## src/rtl/brce_pkg.sv

```systemverilog
// ----------------------------------------------------------------------------
// brce_pkg: shared definitions of the binary rANS context encoder
// Holds the sequencer state type, the operation codes and the reset values.
// ----------------------------------------------------------------------------
package brce_pkg;

  // Default precision of the probability in bits.
  localparam int PREC_BITS_DEFAULT = 16;

  // Width of one code stream word and of the coder state.
  localparam int WORD_BITS  = 16;
  localparam int STATE_BITS = 32;

  // Coder state after reset and after a flush.
  localparam logic [STATE_BITS-1:0] STATE_RESET = 32'h0001_0000;

  // Reset value of the probability register.
  localparam logic [15:0] PROB_RESET = 16'd32768;

  // Operation codes of an input item.
  localparam logic OP_ENCODE = 1'b0;
  localparam logic OP_FLUSH  = 1'b1;

  // Sequencer states.
  typedef enum logic [2:0] {
    ST_IDLE,
    ST_DIV,
    ST_FIN,
    ST_EMIT,
    ST_FLUSH_LO,
    ST_FLUSH_HI
  } seq_state_t;

endpackage

```

## src/rtl/binary_rans_context_encoder_unit.sv

```systemverilog
// ----------------------------------------------------------------------------
// binary_rans_context_encoder_unit: binary rANS encoder with context model
// Encodes one bit per item with a context-selected probability, emits 16-bit
// renormalization words and writes out the coder state on a flush item.
// ----------------------------------------------------------------------------
// An item is accepted only while the sequencer is idle, so the next item waits
// until the division, the state update and any renormalization word are done.
// The division is done by a radix-2 restoring divider, which produces one
// quotient bit per cycle, followed by a step that assembles the new coder
// state. A flush item emits the low word and then the high word of the coder
// state; the consumer reads the words in reverse order.
// Results pass through an output register, so a waiting result stalls the
// block only when a new result has to be written into that register.
module binary_rans_context_encoder_unit #(
  parameter int PREC_BITS = brce_pkg::PREC_BITS_DEFAULT
) (
  input  logic        clk,
  input  logic        rst_n,
  // Configuration port
  input  logic        cfg_wr_en,
  input  logic [15:0] cfg_wr_data,
  // Input channel
  input  logic        in_valid,
  output logic        in_ready,
  input  logic        in_operation,
  input  logic        in_bit_req,
  input  logic        in_context_bit,
  // Result channel
  output logic        out_valid,
  input  logic        out_ready,
  output logic [15:0] out_word,
  output logic        out_last
);

  localparam int QW    = brce_pkg::STATE_BITS - PREC_BITS;
  localparam int CNT_W = $clog2(QW);
  localparam logic [16:0] PROB_ONE = 17'(1) << PREC_BITS;
  localparam logic [PREC_BITS-1:0] P0_CEIL  = {PREC_BITS{1'b1}};
  localparam logic [PREC_BITS-1:0] P0_FLOOR = PREC_BITS'(1);

  // Registers
  brce_pkg::seq_state_t state_r, state_nxt;
  logic [brce_pkg::STATE_BITS-1:0] coder_state_r;
  logic [15:0]                     prob_zero_r;
  logic [PREC_BITS-1:0]            freq_r;
  logic [PREC_BITS-1:0]            cdf_r;
  logic [PREC_BITS-1:0]            rem_r;
  logic [QW-1:0]                   dvd_r;
  logic [CNT_W-1:0]                cnt_r;
  logic                            renorm_r;
  logic [15:0]                     word_r;
  logic                            out_valid_r;
  logic [15:0]                     out_word_r;
  logic                            out_last_r;

  // Control strobes from the sequencer
  logic start_c;
  logic div_c;
  logic fin_c;
  logic emit_c;
  logic flush_lo_c;
  logic flush_hi_c;
  logic slot_free;

  // Accept-time datapath
  logic [PREC_BITS-1:0]            p0_clamp;
  logic [PREC_BITS-1:0]            p0_ctx;
  logic [PREC_BITS-1:0]            freq_c;
  logic [PREC_BITS-1:0]            cdf_c;
  logic                            renorm_c;
  logic [brce_pkg::STATE_BITS-1:0] st_eff;

  // Divider step datapath
  logic [PREC_BITS:0]              trial;
  logic [PREC_BITS:0]              diff;
  logic                            q_bit;
  logic [PREC_BITS-1:0]            rem_step;
  logic [brce_pkg::STATE_BITS-1:0] new_state;

  // Output register is free when empty or being drained this cycle.
  assign slot_free = !out_valid_r || out_ready;

  // Clamp the probability into [1, 2^PREC_BITS - 1], apply the context and pick freq and cdf.
  always_comb begin
    priority if (prob_zero_r == 16'd0) begin
      p0_clamp = P0_FLOOR;
    end else if ({1'b0, prob_zero_r} >= PROB_ONE) begin
      p0_clamp = P0_CEIL;
    end else begin
      p0_clamp = prob_zero_r[PREC_BITS-1:0];
    end
    // 2^PREC_BITS minus a value in range is its negation at this width.
    p0_ctx = in_context_bit ? (PREC_BITS'(0) - p0_clamp) : p0_clamp;
    freq_c = in_bit_req ? (PREC_BITS'(0) - p0_ctx) : p0_ctx;
    cdf_c  = in_bit_req ? p0_ctx : PREC_BITS'(0);
  end

  // Renormalize when the state is at or above freq shifted up by QW bits.
  always_comb begin
    renorm_c = ({{(16 - PREC_BITS + 1){1'b0}}, coder_state_r[brce_pkg::STATE_BITS-1:QW]}
                >= {{(16 - PREC_BITS + 1){1'b0}}, freq_c});
    st_eff   = renorm_c ? {16'd0, coder_state_r[31:16]} : coder_state_r;
  end

  // One restoring division step per cycle.
  always_comb begin
    trial    = {rem_r, dvd_r[QW-1]};
    diff     = trial - {1'b0, freq_r};
    q_bit    = !diff[PREC_BITS];
    rem_step = q_bit ? diff[PREC_BITS-1:0] : trial[PREC_BITS-1:0];
  end

  // New state: quotient shifted up, plus the cumulative frequency and remainder.
  assign new_state = {dvd_r, {PREC_BITS{1'b0}}}
                   + brce_pkg::STATE_BITS'(cdf_r)
                   + brce_pkg::STATE_BITS'(rem_r);

  // Sequencer next state.
  always_comb begin
    state_nxt = state_r;
    unique case (state_r)
      brce_pkg::ST_IDLE: begin
        if (in_valid) begin
          state_nxt = (in_operation == brce_pkg::OP_FLUSH) ? brce_pkg::ST_FLUSH_LO
                                                           : brce_pkg::ST_DIV;
        end
      end
      brce_pkg::ST_DIV: begin
        if (cnt_r == '0) begin
          state_nxt = brce_pkg::ST_FIN;
        end
      end
      brce_pkg::ST_FIN: begin
        state_nxt = renorm_r ? brce_pkg::ST_EMIT : brce_pkg::ST_IDLE;
      end
      brce_pkg::ST_EMIT: begin
        if (slot_free) begin
          state_nxt = brce_pkg::ST_IDLE;
        end
      end
      brce_pkg::ST_FLUSH_LO: begin
        if (slot_free) begin
          state_nxt = brce_pkg::ST_FLUSH_HI;
        end
      end
      brce_pkg::ST_FLUSH_HI: begin
        if (slot_free) begin
          state_nxt = brce_pkg::ST_IDLE;
        end
      end
      default: begin
        state_nxt = brce_pkg::ST_IDLE;
      end
    endcase
  end

  // Sequencer outputs.
  always_comb begin
    in_ready   = 1'b0;
    div_c      = 1'b0;
    fin_c      = 1'b0;
    emit_c     = 1'b0;
    flush_lo_c = 1'b0;
    flush_hi_c = 1'b0;
    unique case (state_r)
      brce_pkg::ST_IDLE:     in_ready   = 1'b1;
      brce_pkg::ST_DIV:      div_c      = 1'b1;
      brce_pkg::ST_FIN:      fin_c      = 1'b1;
      brce_pkg::ST_EMIT:     emit_c     = slot_free;
      brce_pkg::ST_FLUSH_LO: flush_lo_c = slot_free;
      brce_pkg::ST_FLUSH_HI: flush_hi_c = slot_free;
      default: begin
        in_ready = 1'b0;
      end
    endcase
    start_c = in_ready && in_valid && (in_operation == brce_pkg::OP_ENCODE);
  end

  // Control registers.
  always_ff @(posedge clk) begin
    if (!rst_n) begin
      state_r       <= brce_pkg::ST_IDLE;
      coder_state_r <= brce_pkg::STATE_RESET;
      prob_zero_r   <= brce_pkg::PROB_RESET;
      out_valid_r   <= 1'b0;
    end else begin
      state_r <= state_nxt;
      if (cfg_wr_en) begin
        prob_zero_r <= cfg_wr_data;
      end
      if (fin_c) begin
        coder_state_r <= new_state;
      end else if (flush_hi_c) begin
        coder_state_r <= brce_pkg::STATE_RESET;
      end
      if (emit_c || flush_lo_c || flush_hi_c) begin
        out_valid_r <= 1'b1;
      end else if (out_ready) begin
        out_valid_r <= 1'b0;
      end
    end
  end

  // Divider and payload registers.
  always_ff @(posedge clk) begin
    if (start_c) begin
      freq_r   <= freq_c;
      cdf_r    <= cdf_c;
      renorm_r <= renorm_c;
      word_r   <= coder_state_r[15:0];
      rem_r    <= st_eff[brce_pkg::STATE_BITS-1:QW];
      dvd_r    <= st_eff[QW-1:0];
      cnt_r    <= CNT_W'(QW - 1);
    end else if (div_c) begin
      rem_r <= rem_step;
      dvd_r <= {dvd_r[QW-2:0], q_bit};
      cnt_r <= cnt_r - CNT_W'(1);
    end
    if (emit_c) begin
      out_word_r <= word_r;
      out_last_r <= 1'b1;
    end else if (flush_lo_c) begin
      out_word_r <= coder_state_r[15:0];
      out_last_r <= 1'b0;
    end else if (flush_hi_c) begin
      out_word_r <= coder_state_r[31:16];
      out_last_r <= 1'b1;
    end
  end

  assign out_valid = out_valid_r;
  assign out_word  = out_word_r;
  assign out_last  = out_last_r;

`ifndef SYNTHESIS
  // The partial remainder stays below the divisor throughout the division.
  a_rem_below_freq: assert property (@(posedge clk) disable iff (!rst_n)
    (state_r == brce_pkg::ST_DIV) |-> (rem_r < freq_r))
    else $error("divider remainder not below frequency");

  // An accepted flush item goes straight to emitting the low word.
  a_flush_start: assert property (@(posedge clk) disable iff (!rst_n)
    (in_valid && in_ready && (in_operation == brce_pkg::OP_FLUSH))
      |=> (state_r == brce_pkg::ST_FLUSH_LO))
    else $error("flush item did not start the flush sequence");

  // Writing the high flush word restarts the coder.
  a_flush_restart: assert property (@(posedge clk) disable iff (!rst_n)
    flush_hi_c |=> (coder_state_r == brce_pkg::STATE_RESET) && out_valid && out_last)
    else $error("flush did not restart the coder state");
`endif

endmodule

```

## config.mk

```make
export PLATFORM = sky130hd
export DESIGN_NAME = binary_rans_context_encoder_unit
export DESIGN_NICKNAME = d
export VERILOG_FILES = /design/src/rtl/brce_pkg.sv /design/src/rtl/binary_rans_context_encoder_unit.sv
export SDC_FILE = /design/constraint.sdc
export NUM_CORES = 1
export LEC_CHECK = 0
export BUFFER_PORTS_ARGS = -buffer_cell sky130_fd_sc_hd__buf_2
export CAP_MARGIN = 10
export CORE_MARGIN = 3
export CORE_UTILIZATION = 40
export DETAILED_ROUTE_END_ITERATION = 10
export GPL_TIMING_DRIVEN = 0
export PLACE_DENSITY_LB_ADDON = 0.08
export RECOVER_POWER = 25
export SKIP_LAST_GASP = 1
export SLEW_MARGIN = 25
export SYNTH_ARGS = -nofsm -noshare
export SYNTH_HDL_FRONTEND = slang
export SYNTH_SLANG_ARGS = --single-unit
```

## constraint.sdc

```tcl
create_clock -name clk -period 5.5 [get_ports clk]
set_input_delay 1.1 -clock clk [delete_from_list [all_inputs] [get_ports clk]]
set_output_delay 1.1 -clock clk [all_outputs]
set_load 0.005 [all_outputs]
```

==> flow_summary.yaml <==
sta:
  skew_ps: 11.6
  min_period_ps: 5360
  hold_ws_ps: 499
  finalCritPeriodShare: 0.975
  fmax_mhz: 186
  setup_violations: 0
  slew_headroom: 0.413
  rsz0062_at_grt: "true"
  hold_viol_final: 0
  maxSlewViolCount: 0
  worst_slew_pin_slew_ps: 880
synth:
  ys_seq_area_frac: 0.429
  avgSynthCellArea_sq_um: 9.93
  syn_nets: 1028
  synth_top_cell_area_share: 0.309
  netlist_area_sq_mm: 0.00944
  async_flop_share: 0
  yosys_warnings: 0
  postSynthCellCount: 951
  ys_types: 72
  synth_flop_cell: "edfxtp_1"
  synth_area_leaders: "edfxtp_1 (31%), dfxtp_1 (12%), mux2i_1 (7.3%)"
  yosys_register_bits: 154
  synth_top_area_cell: "edfxtp_1"
  synth-edff-count: 97
power_and_ir_drop:
  powerDensity_mw_per_mm2: 571
  peakVddDrop_uv: 265
  totalPowerFinal_mw: 6.33
  leakage_nw: 4.65
floorplanning:
  die_y_um: 160
  core_area_sq_mm: 0.0229
  rows: 55
  initial_core_util: 0.412
  dieArea_sq_mm: 0.0255
  io_pins: 43
  die_w_um: 160
route:
  vias: 7259
  antenna_left: 0
  wl_per_cell_um: 18.6
  drt_iter0_drc: 522
  via_per_inst: 5.35
  wl_mm: 25.2
  drcViolationCount: 0
  drtPass1Iterations: 5
critical_path:
  critPathLaunch: "prob_zero_r[5]"
  r2r_cells: 25
  endpoint: "dvd_r[0]"
  crit_path_end_kind: "flop"
  cp_data_arrival_time_ps: 5550
  reg2reg_from: "prob_zero_r[5]"
  cp_data_required_time_ps: 5680
  r2r_end: "dvd_r[0]"
  reg2reg_slack_ps: 140
  cp_max_fo: 7
  start_kind: "flop"
  critPathKind: "reg -> reg"
clock_tree:
  htreeDepth: 4
  numCtsBuffers: 17
  cts_hold_buf: 0
  clk_path_buf_depth: 2
  root_buffer: "clkbuf_16"
  worstSkewPairLatency_ps: 440
  cts.sinks: 154
  tritoncts: "yes"
  clkTransAtPathRegs_ps: 70
placed_design:
  finalWeightedCongestion: 0.848
  port_buffers: 40
  dp_hpwl_mm: 18.8
finish:
  mostFrequentLayoutCells: "edfxtp_1 (97), nand2_1 (81), mux2i_1 (69)"
  final_common_cell: "edfxtp_1"
  layout.nets: 1107
  syn_to_final_growth_pct: 17.5
  antenna_cells: 0
  drive_gt1_frac: 0.147
global_routing:
  grt_overflow: 0
  grt_usage: 0.194
  grt_start_max_net_pins: 45
  grt_pass1_wl_mm: 39.0
  antenna_found_initial: 0
  grt_pass1_vias: 6840
run:
  maxCapViolCount: 0
min_path:
  holdCritStartpoint: "coder_state_r[13]"
  hold_class: "reg -> reg"
run_status:
  status: "finished clean"
## routing by layer
layer  vias up  wire, um  GRT usage
li1       3625         -          -
met4         0       315     0.0485
met3        23      1050     0.0350
met5         -         0          0
met1      3476     12600      0.284
met2       135     11200      0.298
## repair_timing
action | in CTS | in global routing
setup endpoints to repair | 33 | 33
pin swaps | 8 | 25
resized for setup | 16 | 44
gates cloned | 0 | 0
buffers inserted | 9 | 13
## cells in the mapped netlist (6+ instances only)
cell	count
edfxtp_1	97
nor4_1	7
and3_1	15
mux2i_1	69
nand2b_1	11
nor2_1	54
and2_1	11
xor2_1	23
o211ai_1	7
o2bb2ai_1	11
inv_1	46
a211oi_1	6
ha_1	51
a22oi_1	14
nand2_1	82
a31oi_1	6
xnor2_1	48
nand3_1	15
nor2b_1	40
a21o_1	17
clkbuf_1	39
a21oi_1	50
nor3_1	18
dfxtp_1	57
o31ai_1	7
o21ai_0	52
## worst min path at each step
stage,end,cells past startpoint
2_1_floorplan,word_r[10],0
3_5_place_dp,cnt_r[3],2
3_3_place_gp,word_r[14],0
6_report,word_r[13],0
5_1_grt,word_r[12],0
4_1_cts,word_r[13],0
## report_power, final
| part | switching, mW | internal (mW) |
|---|---|---|
| clock | 0.543 | 0.736 |
| sequential | 0.358 | 1.76 |
| combinational | 1.63 | 1.31 |
## metrics by stage
stage	util	worst slack [ps]	instance area, sq um	instances	setup TNS (ps)
5_1_grt	0.484	-119	11100	1356	-830
3_5_place_dp	0.442	-1310	10100	1307	-33440
3_3_place_gp	0.438	-1300	10000	1304	-34540
2_1_floorplan	-	45.1	9440	951	0
6_report	0.484	135	11100	1356	0
4_1_cts	0.475	39.1	10900	1346	0
## flip-flops by register name (all words and copies together) (netlist names)
signal,cells
freq_r,16
word_r,16
rem_r,16
state_r,3
dvd_r,16
cdf_r,16
prob_zero_r,16
out_valid,1
out_word,16
out_last,1
coder_state_r,32
cnt_r,4
renorm_r,1
## worst max-delay path: stages, from the launching register on
cell      delay [ps]
dfxtp_2          320
buf_6            110
or4_4            590
nor4_4           280
a31o_2           230
inv_2             60
ha_4             160
or3b_4           300
o21ai_1          100
xnor2_1          210
nand2_1          100
o41a_1           420
nor2_2           180
and4b_1          240
xnor2_1           80
ha_1             330
nand4_1          140
nor2_2            70
a21oi_2          130
o211ai_1         160
a21oi_2          210
buf_6            150
buf_12           130
buf_12           130
mux2i_1          180
a21oi_1           80
## cell type report
cell class | count | area [sq um]
repair buffers | 65 | 452
clock buffers | 17 | 425
inverters | 47 | 176
plain buffers | 42 | 205
flip-flops and latches | 154 | 4070
well taps | 313 | 392
multi-input cells | 703 | 5170
clock inverters | 15 | 205
fillers | 2159 | 11800
## logic make-up (layout without fill, tap and decap cells)
kind of cell	Yosys count	after routing	share of synthesized area
AND/OR/NAND/NOR	282	282	0.150
AO/OA/AOI/OAI	222	222	0.162
adder cells (fa/ha/maj)	53	53	0.0718
flip-flops	154	154	0.429
multiplexers	74	74	0.0791
XOR/XNOR	72	72	0.0676
buffers and inverters	94	186	0.0399
Note: power is estimated with default switching activity, not from simulation.
